File: src/rtl/core/acrm_pkg.sv
// acrm_pkg: shared types and constants for the ADC conversion result model.
// No dependencies; acrm_div and the top-level unit in rtl/core take names from here.

package acrm_pkg;

    // Register bit positions
    localparam int REF_SELECT_BIT = 7;
    localparam int LEFT_ALIGN_BIT = 5;

    // Divider geometry: dividend wide enough for the bandgap scale
    localparam int NUM_W = 21;
    localparam int DEN_W = 16;
    localparam int CNT_W = $clog2(NUM_W);
    localparam int RAW_W = 10;

    // Conversion constants
    localparam logic [NUM_W-1:0] BANDGAP_SCALE   = 21'd1126400;
    localparam logic [DEN_W-1:0] MIN_SUPPLY_MV   = 16'd1500;
    localparam logic [DEN_W-1:0] THERMAL_DIVISOR = 16'd10;
    localparam logic [RAW_W-1:0] RAW_MAX         = 10'd1023;

    // Noise generator
    localparam logic [15:0] LFSR_TAPS = 16'hB400;
    localparam logic [15:0] LFSR_SEED = 16'hACE1;

    // Sequencer states
    typedef enum logic [1:0] {
        ST_IDLE,
        ST_DIV,
        ST_OUT
    } acrm_state_t;

    // Control from sequencer to divider
    typedef struct packed {
        logic             start;
        logic [NUM_W-1:0] dividend;
        logic [DEN_W-1:0] divisor;
    } acrm_div_ctrl_t;

    // Status from divider to sequencer
    typedef struct packed {
        logic             busy;
        logic             done;
        logic [NUM_W-1:0] quotient;
    } acrm_div_stat_t;

    // One step of the Galois LFSR
    function automatic logic [15:0] lfsr_advance(input logic [15:0] s);
        lfsr_advance = (s >> 1) ^ (s[0] ? LFSR_TAPS : 16'h0000);
    endfunction

endpackage

File: src/rtl/core/acrm_if.sv
// acrm_if: valid/ready channel interfaces for the conversion input and result words.
// Depends on nothing beyond the language; widths are those of the word fields.

interface acrm_conv_if;
    logic        valid;
    logic        ready;
    logic [7:0]  mux_register;
    logic [7:0]  control_b_register;
    logic [15:0] temperature_decikelvin;
    logic [15:0] supply_millivolts;

    modport source (
        output valid, mux_register, control_b_register,
               temperature_decikelvin, supply_millivolts,
        input  ready
    );
    modport sink (
        input  valid, mux_register, control_b_register,
               temperature_decikelvin, supply_millivolts,
        output ready
    );
endinterface

interface acrm_result_if;
    logic        valid;
    logic        ready;
    logic [15:0] result_word;
    logic        thermal_channel;

    modport source (
        output valid, result_word, thermal_channel,
        input  ready
    );
    modport sink (
        input  valid, result_word, thermal_channel,
        output ready
    );
endinterface

File: src/rtl/core/adc_conversion_result_model_unit.sv
// adc_conversion_result_model_unit: top level; one word in, one result word out.
// The input word starts the divider as it is taken; the result word is registered when the divider
// reports done and is offered until taken. A new word is taken only after that result is taken; the
// shared 21-step restoring divider handles one word at a time. Input ready only when idle.
// Reset: asynchronous, active low; sequencer idle, noise LFSR seeded to 0xACE1.
// Depends on acrm_pkg, acrm_if and acrm_div.

module adc_conversion_result_model_unit (
    input  logic           clk,
    input  logic           rst_n,
    acrm_conv_if.sink      conv,
    acrm_result_if.source  result
);

    acrm_pkg::acrm_state_t   state_reg, state_next;
    logic [15:0]             lfsr_reg, lfsr_next;
    logic                    thermal_reg, thermal_next;
    logic                    left_reg, left_next;
    logic [15:0]             word_reg, word_next;
    logic                    tchan_reg, tchan_next;

    acrm_pkg::acrm_div_ctrl_t div_ctrl;
    acrm_pkg::acrm_div_stat_t div_stat;

    logic                         accept;
    logic                         thermal_in;
    logic [acrm_pkg::DEN_W-1:0]   supply_clamped;
    logic [acrm_pkg::RAW_W-1:0]   raw;

    acrm_div u_div (
        .clk   (clk),
        .rst_n (rst_n),
        .ctrl  (div_ctrl),
        .stat  (div_stat)
    );

    assign accept     = conv.valid && conv.ready;
    assign thermal_in = conv.mux_register[acrm_pkg::REF_SELECT_BIT];

    // Operand selection for the divider
    always_comb
    begin
        supply_clamped = (conv.supply_millivolts < acrm_pkg::MIN_SUPPLY_MV) ?
                         acrm_pkg::MIN_SUPPLY_MV : conv.supply_millivolts;
        div_ctrl.start = accept;
        if (thermal_in)
        begin
            div_ctrl.dividend = acrm_pkg::NUM_W'(conv.temperature_decikelvin);
            div_ctrl.divisor  = acrm_pkg::THERMAL_DIVISOR;
        end
        else
        begin
            div_ctrl.dividend = acrm_pkg::BANDGAP_SCALE;
            div_ctrl.divisor  = supply_clamped;
        end
    end

    // Saturate the quotient to ten bits
    assign raw = (div_stat.quotient > acrm_pkg::NUM_W'(acrm_pkg::RAW_MAX)) ?
                 acrm_pkg::RAW_MAX : div_stat.quotient[acrm_pkg::RAW_W-1:0];

    // Sequencer: next state and outputs
    always_comb
    begin
        state_next   = state_reg;
        lfsr_next    = lfsr_reg;
        thermal_next = thermal_reg;
        left_next    = left_reg;
        word_next    = word_reg;
        tchan_next   = tchan_reg;
        conv.ready   = 1'b0;
        result.valid = 1'b0;
        case (state_reg)
            acrm_pkg::ST_IDLE:
            begin
                conv.ready = 1'b1;
                if (conv.valid)
                begin
                    thermal_next = thermal_in;
                    left_next    = conv.mux_register[acrm_pkg::LEFT_ALIGN_BIT] ||
                                   conv.control_b_register[acrm_pkg::LEFT_ALIGN_BIT];
                    lfsr_next    = acrm_pkg::lfsr_advance(lfsr_reg);
                    state_next   = acrm_pkg::ST_DIV;
                end
            end
            acrm_pkg::ST_DIV:
            begin
                if (div_stat.done)
                begin
                    // Left aligned: raw on top, noise in the two low bits
                    if (left_reg)
                        word_next = {raw, 4'b0000, lfsr_reg[1:0]};
                    else
                        word_next = {6'b000000, raw};
                    tchan_next = thermal_reg;
                    state_next = acrm_pkg::ST_OUT;
                end
            end
            acrm_pkg::ST_OUT:
            begin
                result.valid = 1'b1;
                if (result.ready)
                    state_next = acrm_pkg::ST_IDLE;
            end
            default:
            begin
                state_next = acrm_pkg::ST_IDLE;
            end
        endcase
    end

    // Control state
    always_ff @(posedge clk or negedge rst_n)
    begin
        if (!rst_n)
        begin
            state_reg <= acrm_pkg::ST_IDLE;
            lfsr_reg  <= acrm_pkg::LFSR_SEED;
        end
        else
        begin
            state_reg <= state_next;
            lfsr_reg  <= lfsr_next;
        end
    end

    // Per-word payload
    always_ff @(posedge clk)
    begin
        thermal_reg <= thermal_next;
        left_reg    <= left_next;
        word_reg    <= word_next;
        tchan_reg   <= tchan_next;
    end

    assign result.result_word     = word_reg;
    assign result.thermal_channel = tchan_reg;

endmodule

File: src/rtl/core/acrm_div.sv
// acrm_div: restoring divider, one quotient bit per cycle, shared by both channels.
// Depends on acrm_pkg for widths and the control/status structs.

module acrm_div (
    input  logic                    clk,
    input  logic                    rst_n,
    input  acrm_pkg::acrm_div_ctrl_t ctrl,
    output acrm_pkg::acrm_div_stat_t stat
);

    logic                        busy_reg, busy_next;
    logic                        done_reg, done_next;
    logic [acrm_pkg::CNT_W-1:0]  cnt_reg, cnt_next;
    logic [acrm_pkg::NUM_W-1:0]  quo_reg, quo_next;
    logic [acrm_pkg::DEN_W-1:0]  rem_reg, rem_next;
    logic [acrm_pkg::DEN_W-1:0]  den_reg, den_next;

    logic [acrm_pkg::DEN_W:0]    rem_sh;
    logic [acrm_pkg::DEN_W+1:0]  diff;

    // Shift in the next dividend bit and trial-subtract
    always_comb
    begin
        rem_sh = {rem_reg, quo_reg[acrm_pkg::NUM_W-1]};
        diff   = {1'b0, rem_sh} - {2'b00, den_reg};
    end

    // Sequencing of the iterations
    always_comb
    begin
        busy_next = busy_reg;
        done_next = 1'b0;
        cnt_next  = cnt_reg;
        quo_next  = quo_reg;
        rem_next  = rem_reg;
        den_next  = den_reg;
        if (ctrl.start && !busy_reg)
        begin
            busy_next = 1'b1;
            cnt_next  = '0;
            quo_next  = ctrl.dividend;
            rem_next  = '0;
            den_next  = ctrl.divisor;
        end
        else if (busy_reg)
        begin
            if (diff[acrm_pkg::DEN_W+1])
            begin
                rem_next = rem_sh[acrm_pkg::DEN_W-1:0];
                quo_next = {quo_reg[acrm_pkg::NUM_W-2:0], 1'b0};
            end
            else
            begin
                rem_next = diff[acrm_pkg::DEN_W-1:0];
                quo_next = {quo_reg[acrm_pkg::NUM_W-2:0], 1'b1};
            end
            cnt_next = cnt_reg + 1'b1;
            if (cnt_reg == acrm_pkg::CNT_W'(acrm_pkg::NUM_W - 1))
            begin
                busy_next = 1'b0;
                done_next = 1'b1;
            end
        end
    end

    // Control registers
    always_ff @(posedge clk or negedge rst_n)
    begin
        if (!rst_n)
        begin
            busy_reg <= 1'b0;
            done_reg <= 1'b0;
            cnt_reg  <= '0;
        end
        else
        begin
            busy_reg <= busy_next;
            done_reg <= done_next;
            cnt_reg  <= cnt_next;
        end
    end

    // Datapath registers
    always_ff @(posedge clk)
    begin
        quo_reg <= quo_next;
        rem_reg <= rem_next;
        den_reg <= den_next;
    end

    assign stat.busy     = busy_reg;
    assign stat.done     = done_reg;
    assign stat.quotient = quo_reg;

endmodule

File: src/flat_wrapper.sv
// flat-port wrapper written by rule: the top's interface ports become plain ports
module adc_conversion_result_model_unit_flat 
  (clk, rst_n, conv_valid, conv_mux_register, conv_control_b_register, conv_temperature_decikelvin, conv_supply_millivolts, conv_ready, result_valid, result_result_word, result_thermal_channel, result_ready);
  acrm_conv_if conv_i ();
  acrm_result_if result_i ();
  input  logic clk;
  input  logic rst_n;
  input wire logic [$bits(conv_i.valid)-1:0] conv_valid;
  input wire logic [$bits(conv_i.mux_register)-1:0] conv_mux_register;
  input wire logic [$bits(conv_i.control_b_register)-1:0] conv_control_b_register;
  input wire logic [$bits(conv_i.temperature_decikelvin)-1:0] conv_temperature_decikelvin;
  input wire logic [$bits(conv_i.supply_millivolts)-1:0] conv_supply_millivolts;
  output wire logic [$bits(conv_i.ready)-1:0] conv_ready;
  output wire logic [$bits(result_i.valid)-1:0] result_valid;
  output wire logic [$bits(result_i.result_word)-1:0] result_result_word;
  output wire logic [$bits(result_i.thermal_channel)-1:0] result_thermal_channel;
  input wire logic [$bits(result_i.ready)-1:0] result_ready;
  assign conv_i.valid = conv_valid;
  assign conv_i.mux_register = conv_mux_register;
  assign conv_i.control_b_register = conv_control_b_register;
  assign conv_i.temperature_decikelvin = conv_temperature_decikelvin;
  assign conv_i.supply_millivolts = conv_supply_millivolts;
  assign conv_ready = conv_i.ready;
  assign result_valid = result_i.valid;
  assign result_result_word = result_i.result_word;
  assign result_thermal_channel = result_i.thermal_channel;
  assign result_i.ready = result_ready;
  adc_conversion_result_model_unit u_core (.clk(clk), .rst_n(rst_n), .conv(conv_i), .result(result_i));
endmodule
File: config.mk
export PLATFORM = sky130hd
export DESIGN_NAME = adc_conversion_result_model_unit_flat
export DESIGN_NICKNAME = d
export VERILOG_FILES = /design/src/rtl/core/acrm_pkg.sv /design/src/rtl/core/acrm_if.sv /design/src/rtl/core/adc_conversion_result_model_unit.sv /design/src/rtl/core/acrm_div.sv /design/src/flat_wrapper.sv
export SDC_FILE = /design/constraint.sdc
export NUM_CORES = 1
export LEC_CHECK = 0
export BUFFER_PORTS_ARGS = -buffer_cell sky130_fd_sc_hd__clkbuf_2
export CAP_MARGIN = 20
export CORE_MARGIN = 2
export CORE_UTILIZATION = 55
export DETAILED_ROUTE_END_ITERATION = 10
export MAX_ROUTING_LAYER = met4
export PLACE_DENSITY = 0.78
export SKIP_CTS_REPAIR_TIMING = 1
export SYNTH_ARGS = -nofsm -noshare
export SYNTH_HDL_FRONTEND = slang
export SYNTH_SLANG_ARGS = --single-unit
File: constraint.sdc
create_clock -name clk -period 7.45 [get_ports clk]
set_clock_uncertainty 0.2 [all_clocks]
set_input_delay 1.1175 -clock clk [delete_from_list [all_inputs] [get_ports clk]]
set_output_delay 1.1175 -clock clk [all_outputs]
set_load 0.05 [all_outputs]
==> results by group <==
Cells and area
  • Area grow syn2layout: 9.396%
  • Max FFs per register: 21
  • Final design utilization: 0.6181
  • Ratio of cells with drive above 1 in the final layout: 0.1729
  • NumNets Final: 604
  • Antenna diode count: 0
  • Fill count: 720

Timing
  • RSZ-0062 raised after global routing: no
  • Max Clk Rate: 266.6 MHz
  • Fin crit period: 3.751 ns
  • Slew headroom: 0.4283
  • Slew at the pin closest to its max-slew limit: 0.8544 ns
  • Setup TNS: 0 ns
  • Final setup vio count: 0
  • Slew Limit Fails: 0
  • Fin Hold WS: 0.2489 ns
  • Final period util: 0.5034
  • Final hold violations: 0

Pwr
  • Tot Pwr: 2060 µW
  • Leak: 0.002376 µW
  • Peak supply drop: 0.1825 mV
  • Power density over cell area: 382.1 mW/mm²

Synthesis
  • Cells after Synth: 485
  • Ys async rst share: 0.2577
  • Top post-synthesis cells by count: 90 x nand2_1, 56 x edfxtp_1, 38 x nor2_1
  • Number of distinct library cells after synthesis: 57
  • Syn nets: 556
  • Yosys warnings: 0
  • Post-synth EDFFs: 56
  • Top post-synthesis cells by area: edfxtp_1 34%, dfrtp_1 8.6%, nand2_1 6.9%
  • Sequential area share after synthesis: 0.5353
  • #FFs+latches synth: 97
  • Top-count cell post-synth: nand2_1
  • Top_reg_cell synth: edfxtp_1
  • Yosys top cell area share: 0.3413
  • Cell type with the largest total area after synthesis: edfxtp_1
  • Avg Cell Area, Syn: 10.16 µm²
  • Post-Syn Area: 0.004927 mm²

Global route
  • Total GRT Usage: 0.2075
  • Vias in the first global route: 3,357
  • Initial antenna violation count: 0
  • First-pass GRT wire length: 15.73 mm
  • Largest net degree at the start of global routing: 38
  • Gr ovfl total: 0

Critical path
  • Crit Path Max Fanout: 31
  • Critical path launch point: conv_valid
  • Setup crit end kind: flop
  • Reg2reg end: u_core.u_div.quo_reg[20]
  • Setup slack, reg-to-reg: 4.05 ns
  • Kind of critical path: primary input to flop
  • Startpoint types: primary input
  • Critical path required time: 7.20 ns
  • Critical path endpoint: u_core.u_div.quo_reg[12]
  • Worst reg-to-reg path cell count: 7
  • Critical Path AT: 3.50 ns
  • Beginning of the worst register-to-register path: u_core.state_reg[1]

Detailed routing
  • Routed Antenna Nets: 0
  • Vias per std cell: 5.370
  • Routed WL per cell: 14.12 µm
  • Initial DRT Pass Iterations: 5
  • Drt drc: 0
  • Final WL: 9.121 mm
  • 1st-iter DRT viols: 148
  • Vias: 3,469

Die
  • Site Rows: 34
  • Initial Utilization: 0.5650
  • Die ar.: 0.009732 mm²
  • Chip width: 98.65 µm
  • Die outline height: 98.65 µm
  • Core area: 0.008721 mm²
  • Io pins: 71

Run
  • Number of max-cap violations: 0

Clocking
  • Clock Tree Buf Depth: 2
  • Total CTS buffers: 9
  • CTS H-tree lvls: 3
  • Root Buffer: clkbuf_8
  • CTS clk-pin slew, worst paths: 0.09 ns
  • Num Clock Sinks: 97
  • CTS tree: done
  • Clk Latency, worst-skew pair: 0.37 ns

Min path
  • Min-delay worst type: flop to flop

Placement
  • Dpl hpwl: 6.379 mm
  • Port-buffer cells: 57
  • Placer's final routability congestion estimate: 0.8814

Status
  • Status: finished clean
where the power goes:
| group | internal (µW) | leakage, µW | switching [µW] |
|---|---|---|---|
| clock network | 125 | 0.0000857 | 194 |
| logic | 355 | 0.00132 | 464 |
| registers | 788 | 0.000967 | 134 |
| total | 1270 | 0.00238 | 792 |
stage by stage:
stage | instances | setup WS [ns] | instance area (µm²)
after global routing | 646 | 3.427 | 5390
after CTS | 646 | 3.667 | 5390
after floorplan | 485 | 4.682 | 4927
after detailed placement | 630 | 3.293 | 5213
after global placement | 630 | 3.342 | 5213
final | 646 | 3.699 | 5390
area by class of cell:
cell class	instances	area [µm²]	share of cell area
multi-input cells	336	2031	0.3767
clock buffers	9	123.9	0.02298
inverters	31	116.4	0.02159
well taps	108	135.1	0.02507
clock inverters	7	53.80	0.009981
flip-flops and latches	97	2638	0.4893
repair buffers	58	292.8	0.05432
cell families (layout without fill, tap and decap cells):
family          Yosys count  in the layout  share of synthesized area
buf+inv                  52            105                    0.05256
compound gates           98             98                     0.1336
mux                      12             12                    0.02539
flops                    97             97                     0.5353
fa+ha+maj                19             19                    0.04977
xor+xnor                 19             19                    0.03377
simple gates            188            188                     0.1696
worst min-delay path by stage:
stage / startpoint / to / slack (ns) / cells after the start
floorplan: u_core.thermal_reg / u_core.result.thermal_channel / 0.20 / 0
global placement: u_core.thermal_reg / u_core.result.thermal_channel / 0.20 / 0
detailed placement: u_core.thermal_reg / u_core.result.thermal_channel / 0.23 / 0
CTS: u_core.thermal_reg / u_core.result.thermal_channel / 0.25 / 0
global route: u_core.thermal_reg / u_core.result.thermal_channel / 0.26 / 0
finish: u_core.thermal_reg / u_core.result.thermal_channel / 0.25 / 0
cell usage in the layout, fill, tap and decap left out, types with 8 or more instances in the layout:
master	netlist	routed
xnor2_1	11	11
inv_1	29	29
o21ai_1	10	10
edfxtp_1	56	56
dfxtp_1	16	16
ha_1	18	18
nor2_1	38	38
nand3_1	18	18
dfrtp_1	17	17
mux2i_1	11	11
nor2b_1	12	12
o21ai_0	8	8
a21oi_1	23	23
xor2_1	8	8
dfstp_2	8	8
clkbuf_8	3	9
nand2_1	90	90
clkbuf_2	0	57
worst max-delay path, stage by stage:
cell and delay, ns:
clkbuf_2 0.09, nand2_1 0.48, inv_2 0.41, nor2_1 0.76
inv_1 0.63
metal layers:
metal,share of wire,routed length (µm),global-route usage
met3,0.032,293,0.03404
met5,0,0,-
met1,0.46,4195,0.2820
met4,0.014,129,0.07692
met2,0.49,4503,0.3176
No activity file was read; power rests on OpenSTA's default activity.
